File: config.mk
export PLATFORM = sky130hd
export DESIGN_NAME = poly_voice_allocator_top
export DESIGN_NICKNAME = d
export VERILOG_FILES = /design/src/rtl/core/pva_pkg.sv /design/src/rtl/core/pva_regs.sv /design/src/rtl/core/pva_ctrl.sv /design/src/rtl/core/pva_datapath.sv /design/src/rtl/core/poly_voice_allocator_top.sv
export SDC_FILE = /design/constraint.sdc
export NUM_CORES = 1
export LEC_CHECK = 0
export BUFFER_PORTS_ARGS = -buffer_cell sky130_fd_sc_hd__clkbuf_2
export CAP_MARGIN = 0
export CELL_PAD_IN_SITES_DETAIL_PLACEMENT = 0
export CELL_PAD_IN_SITES_GLOBAL_PLACEMENT = 1
export CORE_MARGIN = 10
export CORE_UTILIZATION = 41
export DETAILED_ROUTE_END_ITERATION = 10
export PLACE_DENSITY_LB_ADDON = 0.08
export SLEW_MARGIN = 10
export SYNTH_ARGS = -nofsm -noshare
export SYNTH_HDL_FRONTEND = slang
export SYNTH_HIERARCHICAL = 1
export SYNTH_SLANG_ARGS = --single-unit
File: constraint.sdc
create_clock -name clk -period 3.9 [get_ports clk]
set_input_delay 0.195 -clock clk [delete_from_list [all_inputs] [get_ports clk]]
set_output_delay 0.195 -clock clk [all_outputs]
set_load 0.005 [all_outputs]
File: src/rtl/core/pva_pkg.sv
`timescale 1ns / 1ps
`default_nettype none

package pva_pkg;

    localparam int MAX_VOICES_DEF = 8;

    localparam int VLIM_W  = 4;
    localparam int OCT_W   = 3;
    localparam int KLOK_W  = 2;
    localparam int OP_W    = 2;
    localparam int NOTE_W  = 7;
    localparam int VEL_W   = 7;
    localparam int VIDX_W  = 3;
    localparam int OVOICE_W = 3;
    localparam int MASK_W  = 8;
    localparam int CNT_W   = 8;
    localparam int LIM_W   = 6;
    localparam int ADJ_W   = 9;

    localparam int PADDR_W = 4;
    localparam int PDATA_W = 32;
    localparam int REGIDX_W = 2;
    localparam int IN_TDATA_W  = 24;
    localparam int OUT_TDATA_W = 24;

    localparam logic [VLIM_W-1:0] VLIM_RESET = 4'd8;

    typedef enum logic [OP_W-1:0] {
        OP_NOTE_ON  = 2'd0,
        OP_NOTE_OFF = 2'd1,
        OP_ALL_OFF  = 2'd2,
        OP_STATUS   = 2'd3
    } opcode_t;

    typedef enum logic [REGIDX_W-1:0] {
        REG_VOICE_LIMIT  = 2'd0,
        REG_OCTAVE_SHIFT = 2'd1,
        REG_KLOK_SETTING = 2'd2,
        REG_UNUSED       = 2'd3
    } reg_idx_t;

    typedef struct packed {
        logic [VLIM_W-1:0] voice_limit;
        logic [OCT_W-1:0]  octave_shift;
        logic [KLOK_W-1:0] klok_setting;
    } cfg_t;

    // Packed from the top down: first field ends up in the highest bits.
    typedef struct packed {
        logic              voice_sounding;
        logic [VIDX_W-1:0] voice_index;
        logic [VEL_W-1:0]  velocity;
        logic [NOTE_W-1:0] note;
    } in_item_t;

    typedef struct packed {
        logic [KLOK_W-1:0]   klok_latched;
        logic                filter_gate_off;
        logic                filter_gate_on;
        logic [MASK_W-1:0]   gate_off_mask;
        logic                pitch_valid;
        logic [NOTE_W-1:0]   pitch;
        logic [OVOICE_W-1:0] assigned_voice;
        logic                gate_on_valid;
    } result_t;

    localparam int IN_ITEM_W = $bits(in_item_t);

    typedef struct packed {
        logic load;
        logic exec;
    } pva_cmd_t;

endpackage

`default_nettype wire

File: src/rtl/core/pva_regs.sv
`timescale 1ns / 1ps
`default_nettype none

module pva_regs
    import pva_pkg::*;
(
    input  wire logic               clk,
    input  wire logic               rst_n,
    input  wire logic               psel,
    input  wire logic               penable,
    input  wire logic               pwrite,
    input  wire logic [PADDR_W-1:0] paddr,
    input  wire logic [PDATA_W-1:0] pwdata,
    output logic      [PDATA_W-1:0] prdata,
    output logic                    pready,
    output cfg_t                    cfg
);

    cfg_t     cfg_reg;
    cfg_t     cfg_next;
    reg_idx_t idx;

    assign idx    = reg_idx_t'(paddr[PADDR_W-1:2]);
    assign pready = 1'b1;
    assign cfg    = cfg_reg;

    always_comb
    begin
        cfg_next = cfg_reg;
        if (psel && penable && pwrite && pready)
        begin
            unique case (idx)
                REG_VOICE_LIMIT:  cfg_next.voice_limit  = pwdata[VLIM_W-1:0];
                REG_OCTAVE_SHIFT: cfg_next.octave_shift = pwdata[OCT_W-1:0];
                REG_KLOK_SETTING: cfg_next.klok_setting = pwdata[KLOK_W-1:0];
                default:          cfg_next = cfg_reg;
            endcase
        end
    end

    always_comb
    begin
        unique case (idx)
            REG_VOICE_LIMIT:  prdata = PDATA_W'(cfg_reg.voice_limit);
            REG_OCTAVE_SHIFT: prdata = PDATA_W'(cfg_reg.octave_shift);
            REG_KLOK_SETTING: prdata = PDATA_W'(cfg_reg.klok_setting);
            default:          prdata = '0;
        endcase
    end

    always_ff @(posedge clk or negedge rst_n)
    begin
        if (!rst_n)
        begin
            cfg_reg.voice_limit  <= VLIM_RESET;
            cfg_reg.octave_shift <= '0;
            cfg_reg.klok_setting <= '0;
        end
        else
        begin
            cfg_reg <= cfg_next;
        end
    end

endmodule

`default_nettype wire

File: src/rtl/core/pva_ctrl.sv
`timescale 1ns / 1ps
`default_nettype none

module pva_ctrl
    import pva_pkg::*;
(
    input  wire logic clk,
    input  wire logic rst_n,
    input  wire logic s_valid,
    output logic      s_ready,
    output logic      m_valid,
    input  wire logic m_ready,
    output pva_cmd_t  cmd
);

    typedef enum logic {
        ST_IDLE,
        ST_EXEC
    } state_t;

    state_t state_reg;
    state_t state_next;
    logic   out_valid_reg;
    logic   out_valid_next;

    assign s_ready  = (state_reg == ST_IDLE);
    assign m_valid  = out_valid_reg;
    assign cmd.load = s_valid && (state_reg == ST_IDLE);
    assign cmd.exec = (state_reg == ST_EXEC) && (!out_valid_reg || m_ready);

    always_comb
    begin
        state_next     = state_reg;
        out_valid_next = out_valid_reg;
        if (out_valid_reg && m_ready)
        begin
            out_valid_next = 1'b0;
        end
        unique case (state_reg)
            ST_IDLE:
            begin
                if (s_valid)
                begin
                    state_next = ST_EXEC;
                end
            end
            ST_EXEC:
            begin
                if (cmd.exec)
                begin
                    state_next     = ST_IDLE;
                    out_valid_next = 1'b1;
                end
            end
            default: state_next = ST_IDLE;
        endcase
    end

    always_ff @(posedge clk or negedge rst_n)
    begin
        if (!rst_n)
        begin
            state_reg     <= ST_IDLE;
            out_valid_reg <= 1'b0;
        end
        else
        begin
            state_reg     <= state_next;
            out_valid_reg <= out_valid_next;
        end
    end

endmodule

`default_nettype wire

File: src/rtl/core/pva_datapath.sv
`timescale 1ns / 1ps
`default_nettype none

module pva_datapath
    import pva_pkg::*;
#(
    parameter int MAX_VOICES = MAX_VOICES_DEF
)
(
    input  wire logic     clk,
    input  wire logic     rst_n,
    input  wire pva_cmd_t cmd,
    input  wire cfg_t     cfg,
    input  wire in_item_t in_item,
    input  wire opcode_t  in_op,
    output result_t       result
);

    localparam int VW    = (MAX_VOICES > 1) ? $clog2(MAX_VOICES) : 1;
    localparam int EXT_W = MAX_VOICES + MASK_W;
    localparam logic [LIM_W-1:0] MAXV = LIM_W'(MAX_VOICES);

    in_item_t item_reg;
    opcode_t  op_reg;
    result_t  res_reg;
    result_t  res_next;

    logic [NOTE_W-1:0]     note_reg  [MAX_VOICES];
    logic [NOTE_W-1:0]     note_next [MAX_VOICES];
    logic [MAX_VOICES-1:0] gate_reg;
    logic [MAX_VOICES-1:0] gate_next;
    logic [MAX_VOICES-1:0] play_reg;
    logic [MAX_VOICES-1:0] play_next;
    logic [VW-1:0]         rr_reg;
    logic [VW-1:0]         rr_next;
    logic [CNT_W-1:0]      cnt_reg;
    logic [CNT_W-1:0]      cnt_next;
    logic [KLOK_W-1:0]     klok_reg;
    logic [KLOK_W-1:0]     klok_next;

    logic [LIM_W-1:0]      lim;
    logic [MAX_VOICES-1:0] active;
    logic [MAX_VOICES-1:0] free_idle;
    logic [MAX_VOICES-1:0] free_open;
    logic [MAX_VOICES-1:0] close_vec;
    logic [EXT_W-1:0]      close_ext;
    logic                  found_idle;
    logic                  found_open;
    logic [VW-1:0]         pick_idle;
    logic [VW-1:0]         pick_open;
    logic [VW-1:0]         rr_pick;
    logic [LIM_W-1:0]      rr_inc;
    logic [VW-1:0]         assigned;
    logic signed [3:0]     oct_sum;
    logic signed [ADJ_W-1:0] oct9;
    logic signed [ADJ_W-1:0] adj;
    logic                  adj_ok;
    logic [CNT_W-1:0]      cnt_inc;
    logic [CNT_W-1:0]      cnt_dec;
    logic                  is_on;
    logic                  is_off;

    assign result = res_reg;

    always_comb
    begin
        if (cfg.voice_limit == '0)
            lim = LIM_W'(1);
        else if (LIM_W'(cfg.voice_limit) > MAXV)
            lim = MAXV;
        else
            lim = LIM_W'(cfg.voice_limit);
    end

    // voice search: highest-numbered match wins
    always_comb
    begin
        found_idle = 1'b0;
        found_open = 1'b0;
        pick_idle  = '0;
        pick_open  = '0;
        for (int v = 0; v < MAX_VOICES; v++)
        begin
            active[v]    = LIM_W'(v) < lim;
            free_idle[v] = active[v] && !play_reg[v] && !gate_reg[v];
            free_open[v] = active[v] && !gate_reg[v];
            if (free_idle[v])
            begin
                found_idle = 1'b1;
                pick_idle  = VW'(v);
            end
            if (free_open[v])
            begin
                found_open = 1'b1;
                pick_open  = VW'(v);
            end
        end
    end

    assign rr_pick = (LIM_W'(rr_reg) < lim) ? rr_reg : '0;
    assign rr_inc  = LIM_W'(rr_pick) + LIM_W'(1);
    assign assigned = found_idle ? pick_idle : (found_open ? pick_open : rr_pick);

    // pitch = note + 12 * (octave + klok)
    assign oct_sum = 4'(signed'(cfg.octave_shift)) + signed'({2'b00, cfg.klok_setting});
    assign oct9    = ADJ_W'(oct_sum);
    assign adj     = signed'(ADJ_W'(item_reg.note)) + (oct9 <<< 3) + (oct9 <<< 2);
    assign adj_ok  = !adj[ADJ_W-1] && !adj[ADJ_W-2];

    assign cnt_inc = cnt_reg + CNT_W'(1);
    assign cnt_dec = cnt_reg - CNT_W'(1);

    assign is_on  = (op_reg == OP_NOTE_ON) && (item_reg.velocity != '0);
    assign is_off = ((op_reg == OP_NOTE_ON) && (item_reg.velocity == '0))
                    || (op_reg == OP_NOTE_OFF);

    always_comb
    begin
        for (int v = 0; v < MAX_VOICES; v++)
        begin
            note_next[v] = note_reg[v];
        end
        gate_next = gate_reg;
        play_next = play_reg;
        rr_next   = rr_reg;
        cnt_next  = cnt_reg;
        klok_next = klok_reg;
        close_vec = '0;
        res_next  = '0;

        if (is_on)
        begin
            klok_next = cfg.klok_setting;
            if (!found_idle && !found_open)
            begin
                rr_next = (rr_inc == lim) ? '0 : VW'(rr_inc);
            end
            for (int v = 0; v < MAX_VOICES; v++)
            begin
                if (assigned == VW'(v))
                begin
                    note_next[v] = item_reg.note;
                end
            end
            res_next.assigned_voice = OVOICE_W'(assigned);
            if (adj_ok)
            begin
                res_next.pitch       = adj[NOTE_W-1:0];
                res_next.pitch_valid = 1'b1;
                if (!gate_reg[assigned])
                begin
                    gate_next[assigned]     = 1'b1;
                    res_next.gate_on_valid  = 1'b1;
                    cnt_next                = cnt_inc;
                    res_next.filter_gate_on = !cnt_inc[CNT_W-1] && (cnt_inc != '0);
                end
            end
        end
        else if (is_off)
        begin
            for (int v = 0; v < MAX_VOICES; v++)
            begin
                close_vec[v] = active[v] && (note_reg[v] == item_reg.note);
            end
            gate_next                = gate_reg & ~close_vec;
            cnt_next                 = cnt_dec;
            res_next.filter_gate_off = (cnt_dec == '0);
        end
        else if (op_reg == OP_ALL_OFF)
        begin
            close_vec                = active;
            gate_next                = gate_reg & ~active;
            cnt_next                 = '0;
            res_next.filter_gate_off = 1'b1;
        end
        else
        begin
            for (int v = 0; v < MAX_VOICES; v++)
            begin
                if (LIM_W'(item_reg.voice_index) == LIM_W'(v))
                begin
                    play_next[v] = item_reg.voice_sounding;
                end
            end
        end

        close_ext              = EXT_W'(close_vec);
        res_next.gate_off_mask = close_ext[MASK_W-1:0];
        res_next.klok_latched  = klok_next;
    end

    always_ff @(posedge clk or negedge rst_n)
    begin
        if (!rst_n)
        begin
            for (int v = 0; v < MAX_VOICES; v++)
            begin
                note_reg[v] <= '0;
            end
            gate_reg <= '0;
            play_reg <= '0;
            rr_reg   <= '0;
            cnt_reg  <= '0;
            klok_reg <= '0;
        end
        else if (cmd.exec)
        begin
            for (int v = 0; v < MAX_VOICES; v++)
            begin
                note_reg[v] <= note_next[v];
            end
            gate_reg <= gate_next;
            play_reg <= play_next;
            rr_reg   <= rr_next;
            cnt_reg  <= cnt_next;
            klok_reg <= klok_next;
        end
    end

    always_ff @(posedge clk)
    begin
        if (cmd.load)
        begin
            item_reg <= in_item;
            op_reg   <= in_op;
        end
        if (cmd.exec)
        begin
            res_reg <= res_next;
        end
    end

endmodule

`default_nettype wire

File: src/rtl/core/poly_voice_allocator_top.sv
// Channel   Dir  Data                                           Transfer
// s_axis    in   tdata: note, velocity, voice_index, sounding   tvalid & tready
//                tuser: opcode
// m_axis    out  tdata: one result per input item               tvalid & tready
// apb       in   voice_limit @0x0, octave_shift @0x4, klok @0x8  psel & penable & pwrite
//
// Each item is first captured, then run through the voice search and state update
// in the datapath's execute step; no new item is taken until it leaves that step.
// The result sits in an output register; a new item is taken while it waits.
// A stalled output holds the item in the execute step until the register frees.
// rst_n clears all voice state and resets the configuration registers (voice_limit to 8) at once.
`timescale 1ns / 1ps
`default_nettype none

module poly_voice_allocator_top
    import pva_pkg::*;
#(
    parameter int MAX_VOICES = MAX_VOICES_DEF
)
(
    input  wire logic                   clk,
    input  wire logic                   rst_n,
    input  wire logic                   s_axis_tvalid,
    output logic                        s_axis_tready,
    // note[6:0], velocity[13:7], voice_index[16:14], voice_sounding[17]
    input  wire logic [IN_TDATA_W-1:0]  s_axis_tdata,
    // opcode[1:0]
    input  wire logic [OP_W-1:0]        s_axis_tuser,
    output logic                        m_axis_tvalid,
    input  wire logic                   m_axis_tready,
    // gate_on_valid[0], assigned_voice[3:1], pitch[10:4], pitch_valid[11],
    // gate_off_mask[19:12], filter_gate_on[20], filter_gate_off[21],
    // klok_latched[23:22]
    output logic [OUT_TDATA_W-1:0]      m_axis_tdata,
    input  wire logic                   psel,
    input  wire logic                   penable,
    input  wire logic                   pwrite,
    input  wire logic [PADDR_W-1:0]     paddr,
    input  wire logic [PDATA_W-1:0]     pwdata,
    output logic      [PDATA_W-1:0]     prdata,
    output logic                        pready
);

    cfg_t     cfg;
    pva_cmd_t cmd;
    result_t  result;

    pva_regs u_regs (
        .clk     (clk),
        .rst_n   (rst_n),
        .psel    (psel),
        .penable (penable),
        .pwrite  (pwrite),
        .paddr   (paddr),
        .pwdata  (pwdata),
        .prdata  (prdata),
        .pready  (pready),
        .cfg     (cfg)
    );

    pva_ctrl u_ctrl (
        .clk     (clk),
        .rst_n   (rst_n),
        .s_valid (s_axis_tvalid),
        .s_ready (s_axis_tready),
        .m_valid (m_axis_tvalid),
        .m_ready (m_axis_tready),
        .cmd     (cmd)
    );

    pva_datapath #(
        .MAX_VOICES (MAX_VOICES)
    ) u_dp (
        .clk     (clk),
        .rst_n   (rst_n),
        .cmd     (cmd),
        .cfg     (cfg),
        .in_item (in_item_t'(s_axis_tdata[IN_ITEM_W-1:0])),
        .in_op   (opcode_t'(s_axis_tuser)),
        .result  (result)
    );

    assign m_axis_tdata = OUT_TDATA_W'(result);

endmodule

`default_nettype wire

After elaboration in Yosys (flattened, before gate mapping) --
Cells that the tools add are included. Widths: inputs -> output; s select.
Storage, ports and cells: input bits 69, bits in registers 140, word-level logic and storage cells 259, output and inout bits 59
Operators by class: $add $sub $neg 6, equality and inequality tests 29, order comparisons 12, mux-type cells 64, reduce and logical (&&, ||, !) cells 100, bitwise gates (word level) 10
Operator list (count):
- $mux 8 | 13
- $eq 7x7->1 | 8
- $logic_and 1x1->1 | 43
- $reduce_and 5->1 | 8
- $mux 3 | 12
- $mux 1 | 28
- $reduce_and 3->1 | 9
- $eq 3x3->1 const B | 8
- $logic_not 1->1 | 22
- $and 8x8->8 | 2
- $lt 3x4->1 const A | 4
- $not 8->8 | 2
- $eq 3x2->1 const B | 4
- $pmux 4 s3 | 1
- $mux 2 | 5
- $add 8x7->9 | 1
- $add 9x6->9 | 1
- $add 8x1->8 const B | 1
- $logic_not 8->1 | 1
- $lt 1x4->1 const A | 2
- $lt 2x4->1 const A | 2
- $mux 4 | 2
- $or 8x8->8 | 1
- $reduce_and 2->1 | 4
- 27 further kinds | 37

Logic depth before layout (Yosys ltp) --
word-level depth 23, gate-level depth with buffers 17

Modules after synthesis --
Netlist, hierarchy kept.
By module, submodules not included:
- pva_datapath | instances 1, seq. area each 3448.3 um^2, area an instance 7170.6 um^2, cells each 634
- pva_regs | instances 1, seq. area each 226.5 um^2, area an instance 695.7 um^2, cells each 64
- pva_ctrl | instances 1, seq. area each 50.0 um^2, area an instance 93.8 um^2, cells each 8

Worst setup path before layout --
OpenSTA, ideal clock, no wires.
kind reg-to-reg, start point reg u_regs.cfg_reg, in the netlist u_regs/cfg[0], end point reg u_dp.cnt_reg[0], period minus slack after synthesis 3861 ps, cell stages (with the launch flop) 17, data arrival time 3736 ps, path buffers 1, path slack 39 ps, cell sequence dfrtp_1 -> ha_1 -> fa_1 -> fa_1 -> ha_1 -> inv_1 -> fa_1 -> nor2b_1 -> o21ai_0 -> nor2_1 -> o21ai_0 -> nand2_1 -> o211ai_1 -> a211o_1 -> o21ba_1 -> buf_6 -> mux2_4
Between the ends: word-level cells in the longest chain between the ends 7, elaborated cells between the ends (all ways) 8, those cells by class 3 x add/sub; 1 x eq/ne; 4 x reduce/logical
Ends and longest elaborated chain:
- start, declared | line pva_regs.sv:19 | cfg_t cfg_reg;
- start signal, assigned | line pva_regs.sv:61 | cfg_reg <= cfg_next;
- $add 3x3->4 (*) | line pva_datapath.sv:105 | assign oct_sum = 4'(signed'(cfg.octave_shift)) + signed'({2'b00, cfg.klok_setting});
- $add 8x7->9 | line pva_datapath.sv:107 | assign adj = signed'(ADJ_W'(item_reg.note)) + (oct9 <<< 3) + (oct9 <<< 2);
- $add 9x6->9 (*) | line pva_datapath.sv:107
- $logic_not 1->1 | line pva_datapath.sv:108 | assign adj_ok = !adj[ADJ_W-1] && !adj[ADJ_W-2];
- $logic_and 1x1->1 (*) | line pva_datapath.sv:108
- $ne 2x1->1 (no line) (*)
- $reduce_and 4->1 (no line) (*)
- end signal, assigned | line pva_datapath.sv:215 | cnt_reg <= cnt_next;
- end, declared | line pva_datapath.sv:36 | logic [CNT_W-1:0] cnt_reg;
Mark *: on every way between the ends. The rest lies on a longest branch, timed or not. A chain may end at the register's enable or synchronous reset.

Worst setup path after layout --
start point reg u_regs.cfg_reg, in the netlist u_regs/cfg[2], end point reg u_dp.gate_reg[4]
Between the ends: word-level cells in the longest chain between the ends 7, elaborated cells between the ends (all ways) 8, those cells by class 3 x add/sub; 1 x eq/ne; 4 x reduce/logical
Ends and longest elaborated chain:
- $add 3x3->4 (*) | line pva_datapath.sv:105
- $add 8x7->9 | line pva_datapath.sv:107
- $add 9x6->9 (*) | line pva_datapath.sv:107
- $logic_not 1->1 | line pva_datapath.sv:108
- $logic_and 1x1->1 (*) | line pva_datapath.sv:108
- $ne 2x1->1 (no line) (*)
- $reduce_and 4->1 (no line) (*)
- end signal, assigned | line pva_datapath.sv:212 | gate_reg <= gate_next;
- end, declared | line pva_datapath.sv:30 | logic [MAX_VOICES-1:0] gate_reg;
Marks and branches as above.

==> results.md <==
STA:
- The worst-margin pin slew is 0.953 ns.
- The final worst-path cycle share is 97.0%.
- The maximum clock rate is 264 MHz.
- Hold is met by 0.0395 ns.
- Setup repair after global routing could not meet its margin everywhere.
- The hold violation total from the final report is 0.
- The final setup skew is 0.0127 ns.
- The final number of max-transition violations is 0.
- Adding up every negative setup slack in the final design gives 0 ns.
- The minimum setup slack in the final design is 0.115 ns.
- The minimum clock period is 3.78 ns.
- Setup violations remaining at the end of the flow were counted as 0.
- The relative slew slack is 36.4%.

Routing:
- For this run, the detailed router's first-pass iteration total came to 4.
- For this run, design rule violations remaining after detail routing come to 0.
- The routed wire length is 19.4 mm.
- Dividing the detail-routed wire length by the instance count gives 18.0 um.
- The via-per-instance ratio is 5.21.
- The total via count after detailed routing is 5611.
- The count of nets left with antenna violations once routing finished came out at 0.
- The detailed router's first-iteration violation count is 266.

Critical path:
- The critical setup path kind is reg -> reg.
- STA classifies the critical path startpoint as a flop.
- The top fanout value on the critical path is 8.
- STA puts the critical path data required time at 4.26 ns.
- The signal on the critical path passes through ha_2, fa_2, fa_1, ha_2, inv_2, fa_2, nor2b_4, o21ai_2, nor2_1, o21ai_1, nand2_2, o211ai_1, a211o_1, buf_6, nor4_4, buf_4, o21a_1.
- The longest individual stage delay on the worst path is 0.52 ns.
- STA puts the critical path data arrival time at 4.15 ns.
- The largest delay contributor family on the critical path is adder cells.
- The critical path capture point type is a flop.
- The highest-delay cell along the critical path is sky130_fd_sc_hd__fa_1.
- The critical path contains buffers and inverters numbering 3 combined.

Clock network:
- TritonCTS built the clock tree.
- Clock latency on the worst-skew pair, taken at its later pin, is 0.43 ns.
- In this run the number of H-tree levels came out at 4.
- The number of buffers added by the clock tree synthesis step is 17.
- The clock net sink count is 140.
- The buffer depth of the longest clock path is 2.
- The clock-pin transition on the worst setup and hold timing paths is 0.06 ns.
- The master cell of the clock root buffer is sky130_fd_sc_hd__clkbuf_16.

Global routing:
- Entering global routing, the biggest net connects 73 pins.
- The first global-routing pass estimated 31.7 mm of wire.
- The number of global-route vias before repair is 5926.
- For this run, the total global-route usage over all layers was measured as 15.5%.
- The total congestion overflow is 0.
- The initial antenna violation count was 0.

Cells and area:
- The proportion of layout cells with a drive suffix above 1 is 30.3%.
- Cells fill 50.0% of the core in the end.
- Compared with the post-synthesis result, the final layout area differs by 18.6%.
- The number of antenna diodes in the final layout is 0.
- The finished layout holds 1078 standard cells, fillers aside.
- The net total in the final layout is 892.
- The summed area of non-filler cells in the final layout is 9440 um2.
- The number of flip-flops under the largest register name is 56.

Die:
- The starting utilization of the core area is 42.1%.
- The initialized floorplan defines 50 standard-cell rows.
- The core area is 18900 um2.
- The I/O pin total is 128.
- In this run the horizontal extent of the chip is 159 um.
- The die area is 25400 um2.
- From bottom edge to top edge, the die measures 159 um.

Placed design:
- The placed instances occupy a cell area of 8540 um2.
- The instance count after placement with tap cells included is 1022.
- At the placement stage, the worst setup path has a slack of -0.0493 ns.
- The congestion estimate from routability-driven global placement came to 0.853.
- Buffers placed on the I/O ports in this run total 62.
- The detailed-placement wirelength estimate is 14.2 mm.

Synthesis:
- During synthesis, Yosys emitted a total of 6 warnings.
- The post-synthesis instance area is 7960 um2.
- After synthesis, the cell types taking the most area are sky130_fd_sc_hd__dfrtp_1 (30%), sky130_fd_sc_hd__edfxtp_1 (17%), sky130_fd_sc_hd__mux2_2 (10%).
- In this run, distinct cell masters in the synthesized netlist total 83.
- The number of flops mapped to enable cells by yosys is 44.
- sky130_fd_sc_hd__dfrtp_1 takes more of the synthesized area than any other cell.
- For this run, asynchronously set or reset flops after synthesis account for 68.6%.
- The synthesized area per cell is 11.3 um2.
- The area share of the leading cell type in the synthesized netlist is 29.9%.
- The post-synthesis cell count is 706.
- The synthesized design contains 140 register bits.
- For this run, the leading register cell type out of synthesis is sky130_fd_sc_hd__dfrtp_1.
- Sequential elements use 46.8% of the synthesized area.

Flow run:
- Max-cap violations in this run came to 0.

Power and ir drop:
- Sequential cells burn 37.8% of the power.
- The proportion of power drawn by combinational gates is 34.9%.
- The clock power share is 27.3%.
- The total chip power is 6.09 mW.
- For this design the total switching power over the nets is 2.10 mW.
- VDD sags by at most 0.000317 V.
- The analysis attributes to cell leakage a power of 4.08 nW.
- The total power divided by cell area is 645 nW/um2.
- The switching part of the total power is 34.5%.
- The internal power consumption is 3.99 mW.

Min path:
- The worst hold path belongs to the class in -> reg.

Status:
- The flow ran to the end, and the final reports show no timing, DRC or antenna violations.
## layer usage
metal / vias to the layer above / global-route usage, % / routed length [um]
li1: 2675 / - / -
met1: 2784 / 18.9 / 8430
met2: 120 / 26.1 / 9730
met3: 32 / 3.82 / 872
met4: 0 / 5.39 / 374
met5: - / 0 / 0
## power groups by stage
stage | clock [mW] | combinational [mW] | sequential, mW
4_1_cts | 1.71 | 2.07 | 2.31
3_3_place_gp | 0 | 1.98 | 2.31
2_1_floorplan | 0 | 1.59 | 2.20
5_1_grt | 1.76 | 2.39 | 2.37
3_5_place_dp | 0 | 2.04 | 2.33
6_report | 1.66 | 2.13 | 2.30
## logic make-up after synthesis
kind of cell / after synthesis / synth area share (%)
XOR/XNOR: 62 / 6.82
buffers and inverters: 82 / 6.15
AO/OA/AOI/OAI: 111 / 10.3
multiplexers: 86 / 12.4
flip-flops: 140 / 46.8
other: 2 / 0.0943
AND/OR/NAND/NOR: 205 / 14.2
adder cells (fa/ha/maj): 18 / 3.30
## tightest hold or removal path: stages
cell and delay (ns):
sky130_fd_sc_hd__clkbuf_2 0.08, sky130_fd_sc_hd__nand2b_4 0.11, sky130_fd_sc_hd__nand2_1 0.05
## placed cells by master (no fill, tap or decap), drive strengths merged, types with 4 or more instances in the layout
cell         count
xor2            29
o21a             7
and3             6
clkinv           5
conb            29
nand2b          14
xnor2           33
ha              13
dlygate4sd3     23
nor2            49
buf             37
a21o             4
nand4           11
mux2            80
or3              7
a21oi           23
inv             20
nor3b            6
nor2b           13
nor4            12
clkbuf          80
o21ai           28
mux2i            6
dfrtp           95
nand2           36
nand3           13
edfxtp          44
fa               5
and2             8
o211ai           8
nor3            20
or2              4
a31oi            4
## final timing paths
check                                      start                to  slack, ns  depth (start not counted)
worst max-delay path               u_regs/cfg[2]  u_dp/gate_reg[4]       0.12                         17
worst max register to register     u_regs/cfg[2]  u_dp/gate_reg[4]       0.12                         17
min in group asynchronous                  rst_n   u_dp/cnt_reg[2]       0.44                          2
worst min register to register  u_dp/klok_reg[0]  u_dp/klok_reg[0]       0.51                          1
worst min-delay path               m_axis_tready    u_ctrl/m_valid       0.04                          3
max in group asynchronous                  rst_n  u_dp/play_reg[4]       2.57                          3
## synthesized netlist by cell type, types with 4 or more instances
cell,count
sky130_fd_sc_hd__a21o_1,4
sky130_fd_sc_hd__a21oi_1,22
sky130_fd_sc_hd__and2_1,7
sky130_fd_sc_hd__and3_1,6
sky130_fd_sc_hd__buf_2,4
sky130_fd_sc_hd__buf_4,31
sky130_fd_sc_hd__buf_6,8
sky130_fd_sc_hd__clkbuf_1,25
sky130_fd_sc_hd__dfrtp_1,95
sky130_fd_sc_hd__edfxtp_1,44
sky130_fd_sc_hd__fa_1,5
sky130_fd_sc_hd__ha_1,13
sky130_fd_sc_hd__inv_1,13
sky130_fd_sc_hd__mux2_2,74
sky130_fd_sc_hd__mux2_4,6
sky130_fd_sc_hd__mux2i_1,6
sky130_fd_sc_hd__nand2_1,35
sky130_fd_sc_hd__nand2b_1,13
sky130_fd_sc_hd__nand3_1,12
sky130_fd_sc_hd__nand4_1,11
sky130_fd_sc_hd__nor2_1,48
sky130_fd_sc_hd__nor2b_1,12
sky130_fd_sc_hd__nor3_1,17
sky130_fd_sc_hd__nor3b_1,4
sky130_fd_sc_hd__nor4_1,10
sky130_fd_sc_hd__o211ai_1,7
sky130_fd_sc_hd__o21a_1,7
sky130_fd_sc_hd__o21ai_0,28
sky130_fd_sc_hd__or3_1,6
sky130_fd_sc_hd__xnor2_1,33
sky130_fd_sc_hd__xor2_1,29
## final cells by class
| type | count | area [um2] |
|---|---|---|
| clock buffer | 19 | 454 |
| inverter | 14 | 52.6 |
| timing repair buffer | 121 | 833 |
| fill | 1747 | 9450 |
| multi-input combinational | 511 | 3900 |
| clock inverter | 13 | 153 |
| sequential | 140 | 3720 |
| tap | 260 | 325 |
## timing repair
item / 4_1_cts / 5_1_grt
hold endpoints to repair: 92 / 0
hold buffers: 23 / 0
buffers inserted: 0 / 1
gates resized for setup: 1 / 17
pin swaps: 0 / 13
endpoints found under the setup margin: 11 / 17
No activity file was read; power rests on OpenSTA's default activity.
